$ cat config.mk
export PLATFORM = sky130hd
export DESIGN_NAME = hcbd_step
export DESIGN_NICKNAME = d
export VERILOG_FILES = /design/src/hw/rtl/hcbd_pkg.sv /design/src/hw/rtl/hcbd_step.sv
export SDC_FILE = /design/constraint.sdc
export NUM_CORES = 1
export LEC_CHECK = 0
export ABC_CLOCK_PERIOD_IN_PS = 7900
export BUFFER_PORTS_ARGS = -buffer_cell sky130_fd_sc_hd__buf_2
export CAP_MARGIN = 20
export CORE_ASPECT_RATIO = 1.25
export CORE_UTILIZATION = 37
export DETAILED_ROUTE_END_ITERATION = 12
export PLACE_DENSITY = 0.63
export SYNTH_ARGS = -nofsm -noshare
export SYNTH_HDL_FRONTEND = slang
export SYNTH_SLANG_ARGS = --single-unit
$ cat constraint.sdc
create_clock -name vclk -period 7.9
set_input_delay 0.79 -clock vclk [all_inputs]
set_output_delay 0.79 -clock vclk [all_outputs]
set_load 0.005 [all_outputs]
$ cat src/hw/rtl/hcbd_pkg.sv
`timescale 1ns / 1ps

package hcbd_pkg;

	localparam int HCBD_COUNT_WIDTH = 32;
	localparam int BYTE_W           = 8;
	localparam int STATUS_W         = 2;
	localparam int PDATA_W          = 32;
	localparam int PADDR_W          = 3;

	localparam logic [BYTE_W-1:0]  CHAR_CR = 8'h0D;
	localparam logic [BYTE_W-1:0]  CHAR_LF = 8'h0A;
	localparam logic [PDATA_W-1:0] LIMIT_RESET = 32'h0010_0000;

	// register index taken from paddr[PADDR_W-1:2]
	localparam logic [PADDR_W-3:0] REG_BODY_LIMIT = 1'b0;

	typedef enum logic [1:0] {
		PH_SIZE   = 2'd0,
		PH_DATA   = 2'd1,
		PH_TRAIL1 = 2'd2,
		PH_TRAIL2 = 2'd3
	} phase_t;

	typedef enum logic [2:0] {
		NS_WS     = 3'd0,
		NS_SIGNED = 3'd1,
		NS_ZERO   = 3'd2,
		NS_PREFIX = 3'd3,
		NS_DIGITS = 3'd4,
		NS_STOP   = 3'd5
	} num_stage_t;

	typedef enum logic [STATUS_W-1:0] {
		ST_RUNNING    = 2'd0,
		ST_LAST_CHUNK = 2'd1,
		ST_OVER_LIMIT = 2'd2,
		ST_CLOSED     = 2'd3
	} stop_t;

	typedef struct packed {
		phase_t     phase;
		num_stage_t stage;
		logic       saw_cr;
		logic       is_neg;
		stop_t      stop;
	} ctrl_t;

	typedef struct packed {
		logic [BYTE_W-1:0]   data_byte;
		logic                data_valid;
		logic                finished;
		logic [STATUS_W-1:0] end_status;
	} result_t;

	localparam ctrl_t CTRL_RESET = '{
		phase:  PH_SIZE,
		stage:  NS_WS,
		saw_cr: 1'b0,
		is_neg: 1'b0,
		stop:   ST_RUNNING
	};

	// {is hex, value}
	function automatic logic [4:0] hex_digit(input logic [BYTE_W-1:0] c);
		logic [4:0] r;
		r = 5'd0;
		if (c >= "0" && c <= "9") begin
			r = {1'b1, 4'(c - "0")};
		end else if (c >= "a" && c <= "f") begin
			r = {1'b1, 4'(c - "a" + 8'd10)};
		end else if (c >= "A" && c <= "F") begin
			r = {1'b1, 4'(c - "A" + 8'd10)};
		end
		return r;
	endfunction

	function automatic logic is_space(input logic [BYTE_W-1:0] c);
		return (c == " ") || (c >= 8'd9 && c <= 8'd13);
	endfunction

endpackage

$ cat src/hw/rtl/hcbd_step.sv
`timescale 1ns / 1ps

module hcbd_step import hcbd_pkg::*; #(
	parameter int COUNT_WIDTH = HCBD_COUNT_WIDTH
) (
	input  ctrl_t                   ctrl,
	input  logic [COUNT_WIDTH-1:0]  size_accum,
	input  logic [COUNT_WIDTH-1:0]  bytes_left,
	input  logic [COUNT_WIDTH-1:0]  total_out,
	input  logic [BYTE_W-1:0]       in_byte,
	input  logic                    restart,
	input  logic                    closed,
	input  logic [PDATA_W-1:0]      body_limit,
	output ctrl_t                   ctrl_nxt,
	output logic [COUNT_WIDTH-1:0]  size_accum_nxt,
	output logic [COUNT_WIDTH-1:0]  bytes_left_nxt,
	output logic [COUNT_WIDTH-1:0]  total_out_nxt,
	output result_t                 result
);

	localparam int SUM_W = ((COUNT_WIDTH > PDATA_W) ? COUNT_WIDTH : PDATA_W) + 1;

	ctrl_t                  cur;
	logic [COUNT_WIDTH-1:0] acc_cur, left_cur, total_cur;
	// line state the size byte works on
	num_stage_t             l_stage;
	logic                   l_cr, l_neg;
	logic [COUNT_WIDTH-1:0] l_acc;
	logic                   do_size, out_valid;
	logic [4:0]             hex;
	logic [COUNT_WIDTH-1:0] acc_dig;
	logic [SUM_W-1:0]       sum;
	logic [COUNT_WIDTH-1:0] left_dec;

	always_comb begin
		cur       = restart ? CTRL_RESET : ctrl;
		acc_cur   = restart ? '0 : size_accum;
		left_cur  = restart ? '0 : bytes_left;
		total_cur = restart ? '0 : total_out;

		ctrl_nxt       = cur;
		size_accum_nxt = acc_cur;
		bytes_left_nxt = left_cur;
		total_out_nxt  = total_cur;
		out_valid      = 1'b0;
		do_size        = 1'b0;
		l_stage        = cur.stage;
		l_cr           = cur.saw_cr;
		l_neg          = cur.is_neg;
		l_acc          = acc_cur;
		left_dec       = left_cur - 1'b1;

		hex = hex_digit(in_byte);
		// shift in one digit, saturating
		if (l_acc[COUNT_WIDTH-1 -: 4] != 4'd0) begin
			acc_dig = '1;
		end else begin
			acc_dig = {l_acc[COUNT_WIDTH-5:0], hex[3:0]};
		end
		sum = SUM_W'(total_cur) + SUM_W'(l_acc);

		if (cur.stop == ST_RUNNING) begin
			if (closed) begin
				ctrl_nxt.stop = ST_CLOSED;
			end else begin
				unique case (cur.phase)
					PH_SIZE: begin
						do_size = 1'b1;
					end
					PH_DATA: begin
						out_valid      = 1'b1;
						bytes_left_nxt = left_dec;
						if (left_dec == '0) begin
							ctrl_nxt.phase = PH_TRAIL1;
						end
					end
					PH_TRAIL1: begin
						if (in_byte == CHAR_CR) begin
							ctrl_nxt.phase = PH_TRAIL2;
						end else begin
							ctrl_nxt.phase = PH_SIZE;
							do_size        = 1'b1;
						end
					end
					PH_TRAIL2: begin
						// a lone CR and a fresh line parse the next byte alike
						ctrl_nxt.phase = PH_SIZE;
						do_size        = (in_byte != CHAR_LF);
					end
				endcase
				if (cur.phase != PH_SIZE && cur.phase != PH_DATA) begin
					l_stage = NS_WS;
					l_cr    = 1'b0;
					l_neg   = 1'b0;
					l_acc   = '0;
					acc_dig = {{(COUNT_WIDTH-4){1'b0}}, hex[3:0]};
					sum     = SUM_W'(total_cur);
				end
			end
		end

		ctrl_nxt.stage  = l_stage;
		ctrl_nxt.saw_cr = l_cr;
		ctrl_nxt.is_neg = l_neg;
		size_accum_nxt  = l_acc;

		if (do_size) begin
			if (l_cr && in_byte == CHAR_LF) begin
				// line end: settle the chunk size
				if (l_neg || l_acc == '0) begin
					ctrl_nxt.stop = ST_LAST_CHUNK;
				end else if (sum > SUM_W'(body_limit)) begin
					ctrl_nxt.stop = ST_OVER_LIMIT;
				end else begin
					total_out_nxt  = sum[COUNT_WIDTH-1:0];
					bytes_left_nxt = l_acc;
					ctrl_nxt.phase = PH_DATA;
				end
				ctrl_nxt.stage  = NS_WS;
				ctrl_nxt.saw_cr = 1'b0;
				ctrl_nxt.is_neg = 1'b0;
				size_accum_nxt  = '0;
			end else begin
				ctrl_nxt.saw_cr = (in_byte == CHAR_CR);
				unique case (l_stage)
					NS_WS: begin
						if (is_space(in_byte)) begin
							ctrl_nxt.stage = NS_WS;
						end else if (in_byte == "+" || in_byte == "-") begin
							ctrl_nxt.is_neg = (in_byte == "-");
							ctrl_nxt.stage  = NS_SIGNED;
						end else if (in_byte == "0") begin
							ctrl_nxt.stage = NS_ZERO;
						end else if (hex[4]) begin
							size_accum_nxt = acc_dig;
							ctrl_nxt.stage = NS_DIGITS;
						end else begin
							ctrl_nxt.stage = NS_STOP;
						end
					end
					NS_SIGNED: begin
						if (in_byte == "0") begin
							ctrl_nxt.stage = NS_ZERO;
						end else if (hex[4]) begin
							size_accum_nxt = acc_dig;
							ctrl_nxt.stage = NS_DIGITS;
						end else begin
							ctrl_nxt.stage = NS_STOP;
						end
					end
					NS_ZERO: begin
						if (in_byte == "x" || in_byte == "X") begin
							ctrl_nxt.stage = NS_PREFIX;
						end else if (hex[4]) begin
							size_accum_nxt = acc_dig;
							ctrl_nxt.stage = NS_DIGITS;
						end else begin
							ctrl_nxt.stage = NS_STOP;
						end
					end
					NS_PREFIX, NS_DIGITS: begin
						if (hex[4]) begin
							size_accum_nxt = acc_dig;
							ctrl_nxt.stage = NS_DIGITS;
						end else begin
							ctrl_nxt.stage = NS_STOP;
						end
					end
					default: begin
						ctrl_nxt.stage = l_stage;
					end
				endcase
			end
		end

		result.data_byte  = out_valid ? in_byte : '0;
		result.data_valid = out_valid;
		result.finished   = (ctrl_nxt.stop != ST_RUNNING);
		result.end_status = ctrl_nxt.stop;
	end

endmodule

==> results_dict.tcl <==
set metrics [dict create \
    io_pins 264 \
    clockBufferCount 0 \
    fin_crit_ns 7.54 \
    yosys.area_share.simple_pct 35.9 \
    rsz0062_at_grt "false" \
    yosys.area.top_type "ha_1" \
    drc 0 \
    antenna_found_initial 3 \
    die_w_um 130 \
    vdd_ir_drop_max_uv 28.2 \
    synthCells 1231 \
    dp_worst_setup_slack_ns 0.261 \
    place_congestion 0.990 \
    syn_area_um2 7520 \
    worst-path-max-fanout 38 \
    rows 57 \
    ys_seq_area_share_pct 0 \
    slew_headroom_pct 39.3 \
    fp.coreArea_um2 19700 \
    synthAdderAreaFrac_pct 11.4 \
    vias_per_cell 6.09 \
    fill_cells 2153 \
    totalWireLength_um 34000 \
    drtAntennaViolNets 0 \
    hp-class "input port to primary output" \
    die_h_um 161 \
    tns_ns 0 \
    wl_per_cell_um 20.1 \
    grt.total_usage_pct 31.1 \
    start_kind "input port" \
    grt_pass1_wl_um 51200 \
    synth_warnings 0 \
    seq_cell_count 0 \
    layout-drive-gt1-share_pct 23.5 \
    post_cts_buffers 0 \
    nets 1638 \
    yosys.area_share.xor_xnor_pct 4.89 \
    synth_compound_area_share_pct 35.9 \
    synth.most_common_cell "nand2_1" \
    cellLeakagePower_nw 4.18 \
    synth_mux_area_share_pct 3.78 \
    dpl_cell_area_um2 8930 \
    crit_type "input port to primary output" \
    areaGrowthSynthToFinish_pct 18.9 \
    synthTopCellsByArea "ha_1 (11%), a21oi_1 (8.6%), nand2_1 (7.1%), o21ai_0 (6.1%), nor2_1 (5.8%)" \
    tightest_slew_ns 0.905 \
    grt_max_degree 40 \
    startpoint "restart" \
    layout.area.seq_um2 0 \
    port_buffers 264 \
    fmax_mhz 133 \
    setup_viol 0 \
    initial_core_util_pct 38.2 \
    max-cap-violations 0 \
    syn_avg_cell_area_um2 6.11 \
    synth_top_family_by_area "compound AO/OA/AOI/OAI gates" \
    firstDrtPassIters 6 \
    dieArea_um2 20900 \
    syn_nets 1444 \
    finalPower_mw 0.530 \
    endpoint_kind "primary output" \
    p_per_area_nw_per_um2 59.2 \
    final-hold-violation-count 0 \
    ys_top_cells_by_count "nand2_1 (142), a21oi_1 (129), nor2_1 (117)" \
    globalRoute.totalOverflow 0 \
    finalCritPeriodShare_pct 95.4 \
    fin_ws_ns 0.365 \
    synth_top_area_share_pct 10.8 \
    grt_pass1_vias 9507 \
    dr.first_iter.drc_count 1012 \
    min_from "ctrl[3]" \
    critPathArrivalTime_ns 6.75 \
    dpl.hpwl_um 27600 \
    drv_slew 0 \
    status "finished clean" \
    via_count 10305 \
    cp.required_ns 7.11 \
    synth_cell_types 87 \
    design_area_um2 8950 \
]
==> power breakdown <==
| part | internal, mW | switching (mW) |
|---|---|---|
| clock | 0.0000000737 | 0 |
| combinational | 0.206 | 0.324 |
| sequential | 0 | 0 |
==> cell usage in the layout, fill, tap and decap left out, drive strengths merged, types with 16 or more instances in the layout <==
master | netlist | final
buf | 37 | 286
nand2 | 142 | 142
a21oi | 129 | 129
nor2 | 119 | 119
o21ai | 104 | 104
nor2b | 69 | 69
ha | 65 | 65
inv | 50 | 50
o22ai | 32 | 32
nor3 | 32 | 32
nand3 | 26 | 26
nor4 | 23 | 23
xor2 | 22 | 22
a21o | 22 | 22
nand4 | 22 | 22
xnor2 | 20 | 20
a31oi | 20 | 20
mux2 | 19 | 19
or3 | 17 | 17
and2 | 16 | 16
==> metrics by stage <==
stage / utilization, % / hold WS [ns] / instances
floorplan: - / 1.68 / 1231
global placement: 45.4 / 1.93 / 1688
detailed placement: 45.4 / 1.94 / 1688
CTS: 45.4 / 1.94 / 1688
global route: 45.4 / 1.96 / 1691
finish: 45.5 / 1.94 / 1693
==> per-layer routing <==
metal  share of wire [%]  track usage (%)
met1                  40             39.4
met2                  47             52.5
met3                 7.8             2.45
met4                 5.4             15.2
met5                   0                0
==> cell families (layout without fill, tap and decap cells) <==
logic type	after synthesis	in the layout
buf+inv	146	338
simple gates	520	520
fa+ha+maj	68	68
mux	26	26
other cells	0	5
xor+xnor	42	42
compound gates	429	429
==> critical path: stages <==
cell	delay [ns]
buf_4	0.34
nor2b_1	0.12
ha_1	0.23
fa_1	0.42
maj3_2	0.33
maj3_2	0.34
a22o_1	0.21
nand2b_4	0.17
o311a_1	0.38
a21o_1	0.20
a21oi_1	0.17
xor2_1	0.19
o21ai_0	0.11
ha_1	0.33
nand4_1	0.10
nor3_1	0.35
o21ai_0	0.16
a31oi_1	0.27
o311a_1	0.35
a211o_1	0.49
or3b_2	0.49
nand2_1	0.07
buf_2	0.12
==> timing repair <==
item	4_1_cts	5_1_grt
resized for setup	0	1
hold buffers	0	0
hold endpoints to repair	0	0
endpoints found under the setup margin	0	1
==> area by class of cell <==
type / count / area (um2) / share of cell area (%)
multi-input cells: 1085 / 6920 / 77.3
diodes: 5 / 12.5 / 0.140
well taps: 265 / 332 / 3.71
repair buffers: 286 / 1490 / 16.6
inverters: 52 / 195 / 2.18
==> final timing paths <==
kind,slack (ns),cells past startpoint,to
setup / recovery,0.36,23,bytes_left_nxt[22]
hold / removal,1.94,4,ctrl_nxt[3]
Power figures use the tool's default switching activity.
