File: src/hw/rtl/hcbd_pkg.sv
`timescale 1ns / 1ps

package hcbd_pkg;

	localparam int HCBD_COUNT_WIDTH = 32;
	localparam int BYTE_W           = 8;
	localparam int STATUS_W         = 2;
	localparam int PDATA_W          = 32;
	localparam int PADDR_W          = 3;

	localparam logic [BYTE_W-1:0]  CHAR_CR = 8'h0D;
	localparam logic [BYTE_W-1:0]  CHAR_LF = 8'h0A;
	localparam logic [PDATA_W-1:0] LIMIT_RESET = 32'h0010_0000;

	// register index taken from paddr[PADDR_W-1:2]
	localparam logic [PADDR_W-3:0] REG_BODY_LIMIT = 1'b0;

	typedef enum logic [1:0] {
		PH_SIZE   = 2'd0,
		PH_DATA   = 2'd1,
		PH_TRAIL1 = 2'd2,
		PH_TRAIL2 = 2'd3
	} phase_t;

	typedef enum logic [2:0] {
		NS_WS     = 3'd0,
		NS_SIGNED = 3'd1,
		NS_ZERO   = 3'd2,
		NS_PREFIX = 3'd3,
		NS_DIGITS = 3'd4,
		NS_STOP   = 3'd5
	} num_stage_t;

	typedef enum logic [STATUS_W-1:0] {
		ST_RUNNING    = 2'd0,
		ST_LAST_CHUNK = 2'd1,
		ST_OVER_LIMIT = 2'd2,
		ST_CLOSED     = 2'd3
	} stop_t;

	typedef struct packed {
		phase_t     phase;
		num_stage_t stage;
		logic       saw_cr;
		logic       is_neg;
		stop_t      stop;
	} ctrl_t;

	typedef struct packed {
		logic [BYTE_W-1:0]   data_byte;
		logic                data_valid;
		logic                finished;
		logic [STATUS_W-1:0] end_status;
	} result_t;

	localparam ctrl_t CTRL_RESET = '{
		phase:  PH_SIZE,
		stage:  NS_WS,
		saw_cr: 1'b0,
		is_neg: 1'b0,
		stop:   ST_RUNNING
	};

	// {is hex, value}
	function automatic logic [4:0] hex_digit(input logic [BYTE_W-1:0] c);
		logic [4:0] r;
		r = 5'd0;
		if (c >= "0" && c <= "9") begin
			r = {1'b1, 4'(c - "0")};
		end else if (c >= "a" && c <= "f") begin
			r = {1'b1, 4'(c - "a" + 8'd10)};
		end else if (c >= "A" && c <= "F") begin
			r = {1'b1, 4'(c - "A" + 8'd10)};
		end
		return r;
	endfunction

	function automatic logic is_space(input logic [BYTE_W-1:0] c);
		return (c == " ") || (c >= 8'd9 && c <= 8'd13);
	endfunction

endpackage

File: src/hw/rtl/hcbd_cfg.sv
`timescale 1ns / 1ps

module hcbd_cfg import hcbd_pkg::*; (
	input  logic               clk,
	input  logic               arst_n,
	input  logic               psel,
	input  logic               penable,
	input  logic               pwrite,
	input  logic [PADDR_W-1:0] paddr,
	input  logic [PDATA_W-1:0] pwdata,
	output logic [PDATA_W-1:0] prdata,
	output logic               pready,
	output logic [PDATA_W-1:0] body_limit
);

	logic [PDATA_W-1:0] limit_q;
	logic               hit_limit;

	assign pready    = 1'b1;
	assign hit_limit = (paddr[PADDR_W-1:2] == REG_BODY_LIMIT);

	always_ff @(posedge clk or negedge arst_n) begin
		if (!arst_n) begin
			limit_q <= LIMIT_RESET;
		end else if (psel && penable && pwrite && hit_limit) begin
			limit_q <= pwdata;
		end
	end

	assign prdata     = hit_limit ? limit_q : '0;
	assign body_limit = limit_q;

endmodule

File: config.mk
export PLATFORM = sky130hd
export DESIGN_NAME = hcbd_cfg
export DESIGN_NICKNAME = d
export VERILOG_FILES = /design/src/hw/rtl/hcbd_pkg.sv /design/src/hw/rtl/hcbd_cfg.sv
export SDC_FILE = /design/constraint.sdc
export NUM_CORES = 1
export LEC_CHECK = 0
export CAP_MARGIN = 20
export CORE_MARGIN = 1.5
export CORE_UTILIZATION = 60
export DETAILED_ROUTE_END_ITERATION = 10
export DONT_BUFFER_PORTS = 1
export PLACE_DENSITY = 0.76
export SLEW_MARGIN = 30
export SYNTH_ARGS = -nofsm -noshare
export SYNTH_HDL_FRONTEND = slang
export SYNTH_SLANG_ARGS = --single-unit
File: constraint.sdc
create_clock -name clk -period 2.28 [get_ports clk]
set_input_delay 0.456 -clock clk [delete_from_list [all_inputs] [get_ports clk]]
set_output_delay 0.456 -clock clk [all_outputs]
set_load 0.01 [all_outputs]
==> results of run 1 <==
-- cells in the final DEF (no fill, tap or decap) --
master         netlist  routed
dfrtp_1             31      31
clkbuf_4             0       5
dfstp_2              1       1
dlygate4sd3_1        0       1
nand4b_4             1       1
clkbuf_8             0       1
buf_12               0       1
nor2b_1             32      32
clkbuf_1             3       2
conb_1               1       1
mux2_4              30      30
mux2_2               2       2
-- where the power goes --
| part | internal (mW) | switching, mW |
|---|---|---|
| Combinational | 0.214 | 0.118 |
| Clock | 0.152 | 0.172 |
| Sequential | 0.695 | 0.173 |
-- metrics by stage --
| stage | cells | total power, mW |
|---|---|---|
| final | 138 | 1.52 |
| after global routing | 138 | 1.62 |
| after CTS | 138 | 1.55 |
| after detailed placement | 128 | 1.20 |
| after global placement | 128 | 1.18 |
| after floorplan | 105 | 1.15 |
-- final cells by class --
class                   instances  area [sq um]  share of cell area
flip-flops and latches         32           802               0.492
multi-input cells              66           701               0.430
clock buffers                   8          58.8              0.0361
well taps                      30          37.5              0.0230
repair buffers                  2          30.0              0.0184
-- path summary, 6_finish.rpt --
path | start | endpoint | slack [ns] | cells past startpoint
setup / recovery | body_limit[20]$_DFFE_PN1P_ | prdata[20] | 0.70 | 1
hold / removal | pwdata[15] | body_limit[15]$_DFFE_PN0P_ | 0.27 | 1
setup reg to reg | body_limit[11]$_DFFE_PN0P_ | body_limit[11]$_DFFE_PN0P_ | 1.45 | 1
hold reg to reg | body_limit[10]$_DFFE_PN0P_ | body_limit[10]$_DFFE_PN0P_ | 0.61 | 1
max in group asynchronous | arst_n | body_limit[20]$_DFFE_PN1P_ | 1.44 | 2
min in group asynchronous | arst_n | body_limit[15]$_DFFE_PN0P_ | 0.60 | 2
-- metal layers --
layer | GRT usage | vias to the layer above | share of wire
met5 | 0 | - | 0
met4 | 0.115 | 0 | 0.019
met3 | 0.0861 | 6 | 0.10
met2 | 0.317 | 58 | 0.52
met1 | 0.218 | 396 | 0.35
li1 | - | 350 | -
-- logic make-up after synthesis --
group / count (synthesis)
buf+inv: 7
flops: 32
mux: 32
other cells: 1
simple gates: 33
==> flow_summary.json, run 1 <==
{
  "outcome": "finished, final reports clean",
  "utilization": 0.664,
  "netlist_top_cells_count": "32 x nor2b_1, 31 x dfrtp_1, 30 x mux2_4",
  "vias": 810,
  "grt_max_degree": 34,
  "dp_slack_ns": 0.460,
  "worst_slew_pin_slew_ns": 0.782,
  "synth_edf_count": 0,
  "max_freq_mhz": 633,
  "wire_per_inst_microns": 19.7,
  "synth_top_cell_by_area": "dfrtp_1",
  "criticalPathCategory": "reg2out",
  "drc": 0,
  "clock_latency_ns": 0.31,
  "wl_mm": 2.73,
  "drive_gt1_frac": 0.380,
  "arrival_ns": 1.12,
  "root_buffer": "clkbuf_4",
  "holdWs_ns": 0.273,
  "synthAdderAreaFrac": 0,
  "core-area_sq_mm": 0.00245,
  "cts-resized-gates": 0,
  "dpl.hpwl_mm": 1.91,
  "synth_compound_area_frac": 0,
  "synth-xor-area-share": 0,
  "vdd_ir_drop_max_v": 0.000626,
  "synth_flop_cell": "dfrtp_1",
  "rows": 18,
  "fp.dieH_microns": 53.9,
  "pwr_density_cell_mw_per_mm2": 936,
  "p_leak_nw": 0.811,
  "grt-ovfl-total": 0,
  "synth_area_sq_mm": 0.00156,
  "ant_nets": 0,
  "grt_pass1_wl_mm": 3.84,
  "numCtsBuffers": 5,
  "io-pin-count": 105,
  "ys_ff_latch": 32,
  "grt_pass1_vias": 834,
  "skew_ns": 0,
  "final_area_sq_mm": 0.00163,
  "slew_viol_final": 0,
  "hold_class": "in2reg",
  "cts_htree_levels": 2,
  "slowest_delay_ns": 0.57,
  "gp_congestion": 0.575,
  "max_slew_margin": 0.478,
  "antennaDiodeCount": 0,
  "finalSetupViolCount": 0,
  "synth_top_family_by_area": "multiplexers",
  "cp_num_buf_inv": 0,
  "firstDrtPassIters": 3,
  "hold_viol_final": 0,
  "finalWorstSetupSlack_ns": 0.701,
  "tns_ns": 0,
  "tritoncts": "built",
  "antenna_found_initial": 0,
  "dieArea_sq_mm": 0.00291,
  "drt_iter0_drc": 8,
  "nets": 147,
  "syn_inst": 105,
  "async_reset_ff_frac": 1.00,
  "synth.distinct_cells": 10,
  "cts_setup_buffers": 0,
  "die_x_microns": 53.9,
  "ys_top_cells_by_area": "dfrtp_1 50%, mux2_4 29%, nor2b_1 13%",
  "clkSinkCount": 32,
  "start_util": 0.634,
  "crit_chain": "nor2b_1",
  "path_clk_slew_ns": 0.09,
  "post-synth-top-count-cell": "nor2b_1",
  "largest_reg_flops": 32,
  "period_needed_ns": 1.58,
  "port_buffers": 0,
  "fillCellCount": 185,
  "drv_cap": 0,
  "required_ns": 1.82,
  "syn-num-nets": 145,
  "crit_fanout": 3,
  "critPathTopFamily": "flip-flops",
  "startpoint_type": "flop",
  "end_kind": "output pin",
  "yosysSeqAreaShare": 0.516,
  "dpl_cell_area_sq_mm": 0.00154,
  "fin_crit_sh": 0.692,
  "grt_usage": 0.198,
  "avgSynthCellArea_sq_um": 14.8,
  "cts.path.max_buffers": 2,
  "via_per_inst": 5.87,
  "cts-hold-fix-buffers": 2,
  "synth_top_area_share": 0.499,
  "muxShareOfSynthArea": 0.304,
  "ys.warnings.count": 0,
  "crit_slowest_cell": "dfstp_2",
  "rsz0062_at_grt": "false",
  "area_growth_pct": 4.75,
  "synth-simple-area-share": 0.144
}
No activity file was read; power rests on OpenSTA's default activity.
==> run 2: changes to the inputs <==
- clock period: 2.28 -> 1.6 ns (I/O delays scaled with it)
==> flow_summary.json, run 2 (synthesis results as in run 1) <==
{
  "outcome": "finished, final reports clean",
  "final_common_cell": "nor2b_1",
  "utilization": 0.679,
  "clock_latency_ns": 0.31,
  "crit_chain": "nor2b_1",
  "start_util": 0.634,
  "cell_internal_pwr_mw": 1.56,
  "hold_class": "in2reg",
  "cts-resized-gates": 0,
  "p_clk_frac": 0.227,
  "cts-hold-fix-buffers": 2,
  "criticalPathCategory": "reg2out",
  "drt_iter0_drc": 4,
  "grt_pass1_wl_mm": 3.90,
  "crit_slowest_cell": "dfstp_2",
  "die_x_microns": 53.9,
  "vdd_ir_drop_max_v": 0.000919,
  "hold_viol_final": 0,
  "rows": 18,
  "clkSinkCount": 32,
  "critPathTopFamily": "flip-flops",
  "max_freq_mhz": 692,
  "rsz0062_at_grt": "false",
  "antennaDiodeCount": 0,
  "gp_congestion": 0.580,
  "cts_htree_levels": 2,
  "port_buffers": 0,
  "arrival_ns": 1.13,
  "p_comb_frac": 0.215,
  "grt_pass1_vias": 837,
  "p_seq_frac": 0.558,
  "dpl_cell_area_sq_mm": 0.00157,
  "via_per_inst": 5.91,
  "path_clk_slew_ns": 0.09,
  "tritoncts": "built",
  "drc": 0,
  "numCtsBuffers": 5,
  "grt-ovfl-total": 0,
  "core-area_sq_mm": 0.00245,
  "skew_ns": 0,
  "drive_gt1_frac": 0.400,
  "final_cell_mix": "32 x nor2b_1, 31 x dfrtp_1, 30 x mux2_4",
  "drv_cap": 0,
  "largest_reg_flops": 32,
  "vias": 828,
  "wl_mm": 2.84,
  "root_buffer": "clkbuf_4",
  "grt_usage": 0.198,
  "fp.dieH_microns": 53.9,
  "antenna_found_initial": 0,
  "dieArea_sq_mm": 0.00291,
  "end_kind": "output pin",
  "nets": 149,
  "final_area_sq_mm": 0.00167,
  "required_ns": 1.28,
  "wire_per_inst_microns": 20.3,
  "period_needed_ns": 1.45,
  "cp_num_buf_inv": 0,
  "switching_share": 0.299,
  "cts_setup_buffers": 0,
  "ant_nets": 0,
  "io-pin-count": 105,
  "firstDrtPassIters": 2,
  "startpoint_type": "flop",
  "p_leak_nw": 0.831,
  "cts.path.max_buffers": 2,
  "slew_viol_final": 0,
  "fin_crit_sh": 0.903,
  "tns_ns": 0,
  "pwr_density_cell_mw_per_mm2": 1330,
  "finalSetupViolCount": 0,
  "crit_fanout": 3,
  "area_growth_pct": 7.16,
  "power_switching_mw": 0.663,
  "grt_max_degree": 34,
  "slowest_delay_ns": 0.57
}
run 2: cell count changes in the layout (fill, tap and decap cells not counted):
cell | previous run | this run
buf_12 | 1 | 2
buf_4 | 0 | 1
clkbuf_1 | 2 | 1
clkbuf_8 | 1 | 2
run 2: per-stage QoR:
step / power [mW] / setup slack (ns) / instances / hold slack, ns
after CTS: 2.25 / 0.136 / 140 / 0.125
final: 2.22 / 0.155 / 140 / 0.143
after global routing: 2.35 / 0.0964 / 140 / 0.111
after detailed placement: 1.71 / 0.222 / 130 / 0.0250
after global placement: 1.69 / 0.231 / 130 / 0.0250
after floorplan: 1.64 / 0.495 / 105 / 0.0244
run 2: layout make-up:
type | count | area, sq um
multi-input combinational | 66 | 701
tap | 30 | 37.5
sequential | 32 | 802
timing repair buffer | 4 | 57.6
fill | 183 | 788
clock buffer | 8 | 68.8
run 2: power by group through the flow:
| stage | Combinational (mW) | Clock (mW) | Sequential (mW) |
|---|---|---|---|
| 2_1_floorplan | 0.433 | 0 | 1.20 |
| 3_3_place_gp | 0.445 | 0 | 1.25 |
| 3_5_place_dp | 0.455 | 0 | 1.26 |
| 4_1_cts | 0.482 | 0.529 | 1.24 |
| 5_1_grt | 0.516 | 0.563 | 1.27 |
| 6_report | 0.476 | 0.505 | 1.24 |
run 2: path summary, 6_finish.rpt:
kind	start	end	slack [ns]	depth (start not counted)
max in group asynchronous	arst_n	body_limit[20]$_DFFE_PN1P_	0.92	2
min	pwdata[8]	body_limit[8]$_DFFE_PN0P_	0.14	1
max reg2reg	body_limit[11]$_DFFE_PN0P_	body_limit[11]$_DFFE_PN0P_	0.76	1
max	body_limit[20]$_DFFE_PN1P_	prdata[20]	0.15	1
min reg2reg	body_limit[26]$_DFFE_PN0P_	body_limit[26]$_DFFE_PN0P_	0.61	1
min in group asynchronous	arst_n	body_limit[7]$_DFFE_PN0P_	0.44	2
run 2: metal layers:
layer  wire, microns  up-vias  global-route usage
li1                -      356                   -
met1            1040      410               0.228
met2            1480       58               0.325
met3             283        4              0.0750
met4              31        0              0.0897
met5               0        -                   0
==> run 3: changes to the inputs <==
- CORE_UTILIZATION: 60 -> 46
- GPL_TIMING_DRIVEN: default -> 0
- HOLD_SLACK_MARGIN: default -> 0.05
- PLACE_DENSITY: 0.76 -> 0.61
==> flow_summary.json, run 3 (synthesis results as in run 1) <==
{
  "drv_cap": 0,
  "max_freq_mhz": 682,
  "period_needed_ns": 1.47,
  "tritoncts": "built",
  "outcome": "finished, final reports clean",
  "antenna_found_initial": 0,
  "hold_class": "in2reg",
  "required_ns": 1.28,
  "vias": 846,
  "final_common_cell": "nor2b_1",
  "finalSetupViolCount": 0,
  "arrival_ns": 1.15,
  "cts.path.max_buffers": 2,
  "via_per_inst": 5.32,
  "nets": 154,
  "startpoint_type": "flop",
  "slowest_delay_ns": 0.58,
  "clkSinkCount": 32,
  "p_leak_nw": 0.836,
  "slew_viol_final": 0,
  "fp.dieH_microns": 61.1,
  "io-pin-count": 105,
  "grt_pass1_wl_mm": 4.09,
  "core-area_sq_mm": 0.00313,
  "finalPower_mw": 2.18,
  "cts_htree_levels": 2,
  "firstDrtPassIters": 3,
  "rsz0062_at_grt": "false",
  "skew_ns": 0,
  "critPathTopFamily": "flip-flops",
  "holdWs_ns": 0.137,
  "crit_fanout": 3,
  "tns_ns": 0,
  "path_clk_slew_ns": 0.09,
  "vdd_ir_drop_max_v": 0.000626,
  "gp_congestion": 0.627,
  "rows": 20,
  "final_area_sq_mm": 0.00170,
  "pwr_density_cell_mw_per_mm2": 1280,
  "crit_chain": "nor2b_1",
  "start_util": 0.497,
  "drc": 0,
  "criticalPathCategory": "reg2out",
  "dpl_cell_area_sq_mm": 0.00161,
  "dpl.hpwl_mm": 2.08,
  "grt_usage": 0.160,
  "die_x_microns": 61.1,
  "grt_pass1_vias": 859,
  "largest_reg_flops": 32,
  "grt-ovfl-total": 0,
  "wl_mm": 2.89,
  "end_kind": "output pin",
  "final_cell_mix": "32 x nor2b_1, 31 x dfrtp_1, 30 x mux2_4",
  "crit_slowest_cell": "dfstp_2",
  "cp_num_buf_inv": 0,
  "drt_iter0_drc": 39,
  "clock_latency_ns": 0.32,
  "port_buffers": 0,
  "wire_per_inst_microns": 18.2,
  "ant_nets": 0,
  "numCtsBuffers": 5,
  "grt_max_degree": 33,
  "root_buffer": "clkbuf_4",
  "fin_crit_sh": 0.916,
  "antennaDiodeCount": 0,
  "drive_gt1_frac": 0.391,
  "hold_viol_final": 0,
  "cts-resized-gates": 0,
  "area_growth_pct": 9.25,
  "dieArea_sq_mm": 0.00374
}
## run 3: routing by layer
| metal | vias up | track usage | part of all wire |
|---|---|---|---|
| li1 | 364 | - | - |
| met1 | 414 | 0.180 | 0.39 |
| met2 | 63 | 0.260 | 0.49 |
| met3 | 5 | 0.0798 | 0.11 |
| met4 | 0 | 0.0652 | 0.014 |
| met5 | - | 0 | 0 |
## run 3: timing repair
item,CTS,global route
hold buffers,2,0
buffers inserted,0,0
hold endpoints to repair,32,0
## run 3: power breakdown
part | switching (mW) | internal, mW | leakage, nW
Sequential | 0.244 | 0.991 | 0.383
Combinational | 0.173 | 0.310 | 0.421
Clock | 0.245 | 0.217 | 0.0326
Total | 0.662 | 1.52 | 0.836
## run 3: cell type report
type	instances	area, sq um
buffer	7	52.6
fill	277	1430
multi-input combinational	66	701
clock buffer	8	58.8
tap	44	55.1
sequential	32	802
timing repair buffer	2	30.0
## run 3: worst paths after layout
kind,from,end,slack [ns],cells after the start
max in group asynchronous,arst_n,body_limit[20]$_DFFE_PN1P_,0.93,2
worst max register to register,body_limit[28]$_DFFE_PN0P_,body_limit[28]$_DFFE_PN0P_,0.78,1
min in group asynchronous,arst_n,body_limit[22]$_DFFE_PN0P_,0.44,2
worst min-delay path,pwdata[3],body_limit[3]$_DFFE_PN0P_,0.14,1
worst min register to register,body_limit[6]$_DFFE_PN0P_,body_limit[6]$_DFFE_PN0P_,0.61,1
worst max-delay path,body_limit[20]$_DFFE_PN1P_,prdata[20],0.13,1
## run 3: per-stage QoR
step	instances	setup slack (ns)	utilization
6_report	159	0.134	0.543
5_1_grt	159	0.0517	0.543
4_1_cts	159	0.105	0.543
3_5_place_dp	149	0.383	0.515
3_3_place_gp	149	0.430	0.515
2_1_floorplan	105	0.495	-
